[src/hdl/bdpc_pkg.sv]
// ----------------------------------------------------------------------------
// bdpc_pkg
// Types and constants shared by the button debounce and press classifier.
// ----------------------------------------------------------------------------
package bdpc_pkg;

  localparam int BDPC_BUTTONS = 16;

  localparam int ID_W       = 4;
  localparam int TIME_W     = 32;
  localparam int DEB_W      = 10;
  localparam int LONG_W     = 13;
  localparam int MASK_W     = 16;
  localparam int CFG_IDX_W  = 4;
  localparam int CFG_DATA_W = 16;

  localparam logic [LONG_W-1:0] LONG_MIN_MS = 13'd100;
  localparam logic [LONG_W-1:0] LONG_MAX_MS = 13'd5000;

  localparam logic [DEB_W-1:0]  DEBOUNCE_RESET = 10'd20;
  localparam logic [LONG_W-1:0] LONG_RESET     = 13'd600;
  localparam logic [MASK_W-1:0] MASK_RESET     = 16'hFFFF;

  // configuration register indexes
  localparam logic [CFG_IDX_W-1:0] REG_DEBOUNCE_MS     = 4'd0;
  localparam logic [CFG_IDX_W-1:0] REG_LONG_PRESS_MS   = 4'd1;
  localparam logic [CFG_IDX_W-1:0] REG_EMIT_DOWN_UP    = 4'd2;
  localparam logic [CFG_IDX_W-1:0] REG_ACTIVE_LOW_MASK = 4'd3;

  typedef enum logic [1:0] {
    KIND_DOWN  = 2'd0,
    KIND_UP    = 2'd1,
    KIND_SHORT = 2'd2,
    KIND_LONG  = 2'd3
  } ev_kind_t;

  typedef struct packed {
    logic [ID_W-1:0] button;
    ev_kind_t        kind;
    logic            last;
  } event_t;

  // per-button state record
  typedef struct packed {
    logic              raw_rel;
    logic              stab_rel;
    logic [TIME_W-1:0] change_time;
    logic [TIME_W-1:0] press_time;
    logic              long_rep;
  } btn_rec_t;

  localparam btn_rec_t REC_RESET = '{
    raw_rel:     1'b1,
    stab_rel:    1'b1,
    change_time: '0,
    press_time:  '0,
    long_rep:    1'b0
  };

endpackage

[src/hdl/bdpc_rec_mem.sv]
// ----------------------------------------------------------------------------
// bdpc_rec_mem
// Per-button state memory: one write port, one registered read port, with a
// valid bit per entry so that untouched buttons read as the reset record.
// ----------------------------------------------------------------------------
module bdpc_rec_mem #(
  parameter int BUTTONS = bdpc_pkg::BDPC_BUTTONS,
  parameter int AW      = (BUTTONS > 1) ? $clog2(BUTTONS) : 1
) (
  input  logic              clk,
  input  logic              rst,
  input  logic              rd_en,
  input  logic [AW-1:0]     rd_addr,
  output bdpc_pkg::btn_rec_t rd_rec,
  input  logic              wr_en,
  input  logic [AW-1:0]     wr_addr,
  input  bdpc_pkg::btn_rec_t wr_rec
);
  import bdpc_pkg::*;

  btn_rec_t           mem [BUTTONS];
  btn_rec_t           rd_q;
  logic [BUTTONS-1:0] vld;
  logic               rd_vld;

  always_ff @(posedge clk) begin
    if (wr_en) begin
      mem[wr_addr] <= wr_rec;
    end
    if (rd_en) begin
      rd_q <= mem[rd_addr];
    end
  end

  always_ff @(posedge clk) begin
    if (rst) begin
      vld    <= '0;
      rd_vld <= 1'b0;
    end else begin
      if (wr_en) begin
        vld[wr_addr] <= 1'b1;
      end
      if (rd_en) begin
        rd_vld <= vld[rd_addr];
      end
    end
  end

  assign rd_rec = rd_vld ? rd_q : REC_RESET;

endmodule

[src/hdl/button_debounce_press_classifier_unit.sv]
// ----------------------------------------------------------------------------
// button_debounce_press_classifier_unit
// Debounces pin samples per button and reports down, up, short and long press.
// ----------------------------------------------------------------------------
// Usage:
//   Input channel (in_valid/in_ready) takes one pin sample per transaction:
//   button_id, level_high and the millisecond timestamp now_ms.
//   Output channel (out_valid/out_ready) gives zero, one or two events per
//   sample; last marks the final event of a sample.
//   Config channel (cfg_valid/cfg_ready) writes debounce_ms, long_press_ms,
//   emit_down_up and active_low_mask; cfg_ready is always high. Write only
//   while no sample is in flight.
//   Pipeline: a sample is registered in the compute stage, its events in the
//   output stage. Throughput: one sample per cycle while the output stage has
//   room. The rate is set by the two-port state memory read at acceptance and
//   written back from the compute stage, with the write forwarded to a
//   following sample of the same button.
//   Reset: every button reads as released with zero times (per-entry valid
//   bits, no clearing pass); registers return to their default values.
//   Stall: a two-event output stage holds results; while it holds events not
//   yet taken, a sample with events holds the compute stage and in_ready drops.
// ----------------------------------------------------------------------------
module button_debounce_press_classifier_unit #(
  parameter int BUTTONS = bdpc_pkg::BDPC_BUTTONS
) (
  input  logic                              clk,
  input  logic                              rst,
  input  logic                              in_valid,
  output logic                              in_ready,
  input  logic [bdpc_pkg::ID_W-1:0]         button_id,
  input  logic                              level_high,
  input  logic [bdpc_pkg::TIME_W-1:0]       now_ms,
  output logic                              out_valid,
  input  logic                              out_ready,
  output logic [bdpc_pkg::ID_W-1:0]         event_button,
  output logic [1:0]                        event_kind,
  output logic                              last,
  input  logic                              cfg_valid,
  output logic                              cfg_ready,
  input  logic [bdpc_pkg::CFG_IDX_W-1:0]    cfg_index,
  input  logic [bdpc_pkg::CFG_DATA_W-1:0]   cfg_data
);
  import bdpc_pkg::*;

  localparam int AW = (BUTTONS > 1) ? $clog2(BUTTONS) : 1;

  // configuration registers
  logic [DEB_W-1:0]  debounce_ms;
  logic [LONG_W-1:0] long_press_ms;
  logic              emit_down_up;
  logic [MASK_W-1:0] active_low_mask;

  // compute stage
  logic              s1_valid;
  logic              s1_ok;
  logic [ID_W-1:0]   s1_id;
  logic              s1_level;
  logic [TIME_W-1:0] s1_now;
  logic              s1_fire;

  logic              in_fire;
  logic              fwd;
  btn_rec_t          hold;
  btn_rec_t          rd_rec;
  btn_rec_t          cur;
  btn_rec_t          nx;
  logic              wr_en;

  logic              rel;
  logic [TIME_W-1:0] chg_t;
  logic              settled;
  logic              long_hit;
  event_t            ev0;
  event_t            ev1;
  logic [1:0]        ev_n;

  // output stage
  logic [1:0]        o_cnt;
  event_t            o_ev0;
  event_t            o_ev1;

  assign cfg_ready = 1'b1;

  always_ff @(posedge clk) begin
    if (rst) begin
      debounce_ms     <= DEBOUNCE_RESET;
      long_press_ms   <= LONG_RESET;
      emit_down_up    <= 1'b0;
      active_low_mask <= MASK_RESET;
    end else if (cfg_valid && cfg_ready) begin
      case (cfg_index)
        REG_DEBOUNCE_MS: begin
          debounce_ms <= cfg_data[DEB_W-1:0];
        end
        REG_LONG_PRESS_MS: begin
          if (cfg_data[LONG_W-1:0] inside {[LONG_MIN_MS:LONG_MAX_MS]}) begin
            long_press_ms <= cfg_data[LONG_W-1:0];
          end
        end
        REG_EMIT_DOWN_UP: begin
          emit_down_up <= cfg_data[0];
        end
        REG_ACTIVE_LOW_MASK: begin
          active_low_mask <= cfg_data[MASK_W-1:0];
        end
        default: begin
        end
      endcase
    end
  end

  assign in_ready = !s1_valid || s1_fire;
  assign in_fire  = in_valid && in_ready;

  always_ff @(posedge clk) begin
    if (rst) begin
      s1_valid <= 1'b0;
    end else if (in_fire) begin
      s1_valid <= 1'b1;
    end else if (s1_fire) begin
      s1_valid <= 1'b0;
    end
    if (in_fire) begin
      s1_ok    <= (int'(button_id) < BUTTONS);
      s1_id    <= button_id;
      s1_level <= level_high;
      s1_now   <= now_ms;
    end
  end

  bdpc_rec_mem #(
    .BUTTONS (BUTTONS)
  ) u_mem (
    .clk     (clk),
    .rst     (rst),
    .rd_en   (in_fire),
    .rd_addr (AW'(button_id)),
    .rd_rec  (rd_rec),
    .wr_en   (wr_en),
    .wr_addr (AW'(s1_id)),
    .wr_rec  (nx)
  );

  // forward the write-back of the previous sample, or keep the record
  // while the stage is held
  always_ff @(posedge clk) begin
    if (rst) begin
      fwd <= 1'b0;
    end else if (in_fire) begin
      fwd <= wr_en && (s1_id == button_id);
    end else if (s1_valid && !s1_fire) begin
      fwd <= 1'b1;
    end else begin
      fwd <= 1'b0;
    end
    if (in_fire) begin
      hold <= nx;
    end else if (s1_valid && !s1_fire) begin
      hold <= cur;
    end
  end

  assign cur      = fwd ? hold : rd_rec;
  assign rel      = active_low_mask[s1_id] ? s1_level : !s1_level;
  assign chg_t    = (rel != cur.raw_rel) ? s1_now : cur.change_time;
  assign settled  = (s1_now - chg_t) >= TIME_W'(debounce_ms);
  assign long_hit = (s1_now - cur.press_time) >= TIME_W'(long_press_ms);

  always_comb begin
    nx             = cur;
    nx.raw_rel     = rel;
    nx.change_time = chg_t;
    ev0            = '{button: s1_id, kind: KIND_DOWN, last: 1'b1};
    ev1            = '{button: s1_id, kind: KIND_SHORT, last: 1'b1};
    ev_n           = 2'd0;
    if (settled) begin
      if (rel != cur.stab_rel) begin
        nx.stab_rel = rel;
        if (!rel) begin
          nx.press_time = s1_now;
          nx.long_rep   = 1'b0;
          if (emit_down_up) begin
            ev_n = 2'd1;
          end
        end else if (emit_down_up) begin
          ev0.kind = KIND_UP;
          if (!cur.long_rep) begin
            ev0.last = 1'b0;
            ev_n     = 2'd2;
          end else begin
            ev_n = 2'd1;
          end
        end else if (!cur.long_rep) begin
          ev0.kind = KIND_SHORT;
          ev_n     = 2'd1;
        end
      end else if (!cur.stab_rel && !cur.long_rep && long_hit) begin
        nx.long_rep = 1'b1;
        ev0.kind    = KIND_LONG;
        ev_n        = 2'd1;
      end
    end
    if (!s1_ok) begin
      ev_n = 2'd0;
    end
  end

  assign s1_fire = s1_valid &&
                   (ev_n == 2'd0 || o_cnt == 2'd0 || (o_cnt == 2'd1 && out_ready));
  assign wr_en   = s1_fire && s1_ok;

  always_ff @(posedge clk) begin
    if (rst) begin
      o_cnt <= 2'd0;
    end else if (s1_fire && ev_n != 2'd0) begin
      o_cnt <= ev_n;
      o_ev0 <= ev0;
      o_ev1 <= ev1;
    end else if (out_valid && out_ready) begin
      o_cnt <= o_cnt - 2'd1;
      o_ev0 <= o_ev1;
    end
  end

  assign out_valid    = (o_cnt != 2'd0);
  assign event_button = o_ev0.button;
  assign event_kind   = o_ev0.kind;
  assign last         = o_ev0.last;

  // output stage never holds more than one sample's events
  a_cnt_range: assert property (@(posedge clk) disable iff (rst)
    o_cnt != 2'd3)
    else $error("output stage count out of range");

  // new events only load when the output stage has room for them
  a_no_overrun: assert property (@(posedge clk) disable iff (rst)
    (s1_fire && ev_n != 2'd0) |->
      (o_cnt == 2'd0 || (o_cnt == 2'd1 && out_ready)))
    else $error("events loaded over pending results");

  // forwarded record only ever serves a sample held in the compute stage
  a_fwd_stage: assert property (@(posedge clk) disable iff (rst)
    fwd |-> s1_valid)
    else $error("forwarding active with empty compute stage");

  // a held stage keeps its sample
  a_hold_sample: assert property (@(posedge clk) disable iff (rst)
    (s1_valid && !s1_fire) |=> (s1_valid && $stable(s1_id) && $stable(s1_now)))
    else $error("compute stage lost a held sample");

endmodule

[config.mk]
export PLATFORM = sky130hd
export DESIGN_NAME = button_debounce_press_classifier_unit
export DESIGN_NICKNAME = d
export VERILOG_FILES = /design/src/hdl/bdpc_pkg.sv /design/src/hdl/bdpc_rec_mem.sv /design/src/hdl/button_debounce_press_classifier_unit.sv
export SDC_FILE = /design/constraint.sdc
export NUM_CORES = 1
export LEC_CHECK = 0
export BUFFER_PORTS_ARGS = -buffer_cell sky130_fd_sc_hd__buf_2
export CORE_UTILIZATION = 50
export CTS_CLUSTER_DIAMETER = 150
export DETAILED_ROUTE_END_ITERATION = 7
export GPL_ROUTABILITY_DRIVEN = 0
export PLACE_DENSITY = 0.73
export SETUP_SLACK_MARGIN = 0.2
export SYNTH_ARGS = -nofsm -noshare
export SYNTH_HDL_FRONTEND = slang
export SYNTH_SLANG_ARGS = --single-unit
[constraint.sdc]
create_clock -name clk -period 16.5 [get_ports clk]
set_clock_uncertainty 0.1 [all_clocks]
set_input_delay 0.825 -clock clk [delete_from_list [all_inputs] [get_ports clk]]
set_output_delay 0.825 -clock clk [all_outputs]
set_load 0.05 [all_outputs]
==> flow_summary.toml <==
[synthesis]
synth_top_cell_by_area = "edfxtp_1"
ys_types = 96
synth_area_um2 = 57100
yosys-top-cells-count = "edfxtp_1, mux4_2, nand2_1"
synth_edf_count = 1254
synthFlopType = "edfxtp_1"
synth.most_common_cell = "edfxtp_1"
yosysTopAreaCellShare_pct = 66.0
yosysWarnings = 0
synth_cells = 3262
syn-num-nets = 3404
seq_area_frac_synth_pct = 68.1
synth_area_leaders = "edfxtp_1, mux4_2, dfxtp_1"
synth_area_per_cell_um2 = 17.5
async_flop_share_pct = 0
synth_seq_cells = 1315

[sta]
min_period_ps = 10760
period_share_pct = 65.2
hold_violations = 0
maxSlewViolCount = 0
setup_viol = 0
timing.slew.headroom_pct = 15.0
rsz0062_at_grt = "false"
max_freq_ghz = 0.0929
setup_tns_ps = 0
tightest_slew_ps = 1270

[worst_hold_path]
hp-class = "in2reg"

[placement]
numPortBuffers = 70
dp_hpwl_um = 90400

[setup_path]
cp.arrival_ps = 11010
criticalPathCategory = "reg2reg"
end_kind = "register"
critical-path-slowest-cell = "edfxtp_1"
cp_common_cell = "buf_4"
cpPeakStageDelay_ps = 840
r2r_slack_ps = 5740
critPathMaxFanout = 80
critPathLaunchType = "register"
required_ps = 16740

[grt]
gr-total-overflow = 0
gr-usage-all-layers_pct = 25.5
grt_max_degree = 138
antenna_found_initial = 8
grt_pass1_wl_um = 214000
grt_pass1_vias = 31100

[power_and_ir_drop]
ir_drop_mv = 0.0814
leakagePower_nw = 20.9
pwr-share-seq_pct = 51.6
p_comb_share_pct = 8.9
power.total_w = 0.00734
p_per_area_nw_per_um2 = 116
pwr-share-clk_pct = 39.5
intPower_w = 0.00560
swShare_pct = 23.7
p_switching_w = 0.00174

[detailed_routing]
wirelength_um = 147000
wire_per_inst_um = 29.9
vias = 32400
viasPerCell = 6.57
drtIter0Drc = 4856
antenna_left = 0
drcViolationCount = 0
dr.pass1.iters = 6

[cts]
cts_tree = "built"
cts-resized-gates = 0
ctsHoldBuffers = 0
cts_setup_buffers = 0
cts_made_buffers = 131
htreeDepth = 4
clk_pin_slew_ps = 60
cts_num_sinks = 1315
cts.path.max_buffers = 3
cts_root_buffer = "clkbuf_16"
clk_latency_ps = 750

[job]
drv_cap = 0

[outcome]
status = "finished clean"

[die]
fp-row-count = 123
core-area_um2 = 113000
die_w_um = 340
start_util_pct = 50.6
ios = 72
die-area_um2 = 116000
chipHeight_um = 340

[cells_and_area]
drive_gt1_share_pct = 21.6
finish.net_count = 3468
syn_to_final_growth_pct = 10.7
[sequential cells by signal, summed over array words and instances, names as in the netlist]
signal and cells:
emit_down_up 1, fwd 1, u_mem.rd_vld 1, s1_level 1, o_cnt 2, u_mem.vld 16, debounce_ms 10, hold 67
s1_now 32, o_ev1 4, s1_id 4, active_low_mask 16, event_button 4, last 1, u_mem.mem 1072, long_press_ms 13
s1_valid 1, u_mem.rd_q 67, event_kind 2
[layout make-up]
| type | instances | area [um^2] |
|---|---|---|
| Tap cell | 1500 | 1880 |
| Fill cell | 8262 | 49600 |
| Inverter | 116 | 443 |
| Multi-Input combinational cell | 1649 | 17100 |
| Timing Repair Buffer | 113 | 727 |
| Antenna cell | 1 | 2.50 |
| Clock inverter | 65 | 612 |
| Clock buffer | 167 | 3510 |
| Sequential cell | 1315 | 38900 |
[through the flow]
stage	utilization (%)	hold WS [ps]	std cells	instance area [um^2]	setup WS [ps]
after floorplan	-	322	3262	57100	2400
after global placement	52.4	335	4693	59100	6200
after detailed placement	52.4	345	4693	59100	6080
after CTS	56.0	115	4925	63200	5950
after global routing	56.0	121	4925	63200	5180
final	56.0	155	4926	63200	5740
[path summary, 6_finish.rpt]
check / start / end / cells after the start
worst max register to register: s1_id[0] / u_mem.mem[8][17] / 32
worst min register to register: long_press_ms[4] / long_press_ms[4] / 1
worst max-delay path: s1_id[0] / u_mem.mem[8][17] / 32
worst min-delay path: now_ms[30] / s1_now[30] / 1
[critical path: cells and delay by family, from the launching register on]
family	cells	cell delay, ps
xor gates and xnor gates	2	320
muxes	3	1050
AOI/OAI and AO/OA	9	1930
buffers and inverters	6	2690
DFF	1	840
and+or+nand+nor	9	2360
adders and majority gates	3	990
[power by group through the flow]
stage	Sequential (W)	Clock, W	Combinational (W)
floorplan	0.00384	0	0.000427
global placement	0.00385	0	0.000626
detailed placement	0.00386	0	0.000636
CTS	0.00379	0.00292	0.000642
global route	0.00379	0.00304	0.000695
finish	0.00379	0.00290	0.000655
[kinds of logic (layout without fill, tap and decap cells)]
kind of cell | count (synthesis) | count (layout) | synth area share (%)
mux | 487 | 487 | 16.2
buf+inv | 298 | 461 | 2.11
xor+xnor | 34 | 34 | 0.568
other cells | 1 | 2 | 0.00657
flops | 1315 | 1315 | 68.1
simple gates | 571 | 571 | 5.30
compound gates | 467 | 467 | 5.77
fa+ha+maj | 89 | 89 | 1.92
[layout by cell type, fill, tap and decap left out, drive strengths merged, types with 63 or more instances in the layout]
cell and count:
ha 79, clkbuf 167, nand2 148, edfxtp 1254
buf 113, nor2 119, inv 122, mux4 342
a21oi 89, o21ai 96, mux2i 82, mux2 63
[layer usage]
metal	vias up	global-route usage, %	routed length, um
met5	-	0	13
met4	2	6.64	3560
met3	241	6.10	18300
met2	2128	36.8	64900
met1	16600	39.1	60600
li1	13400	-	-
No activity file was read; power rests on OpenSTA's default activity.
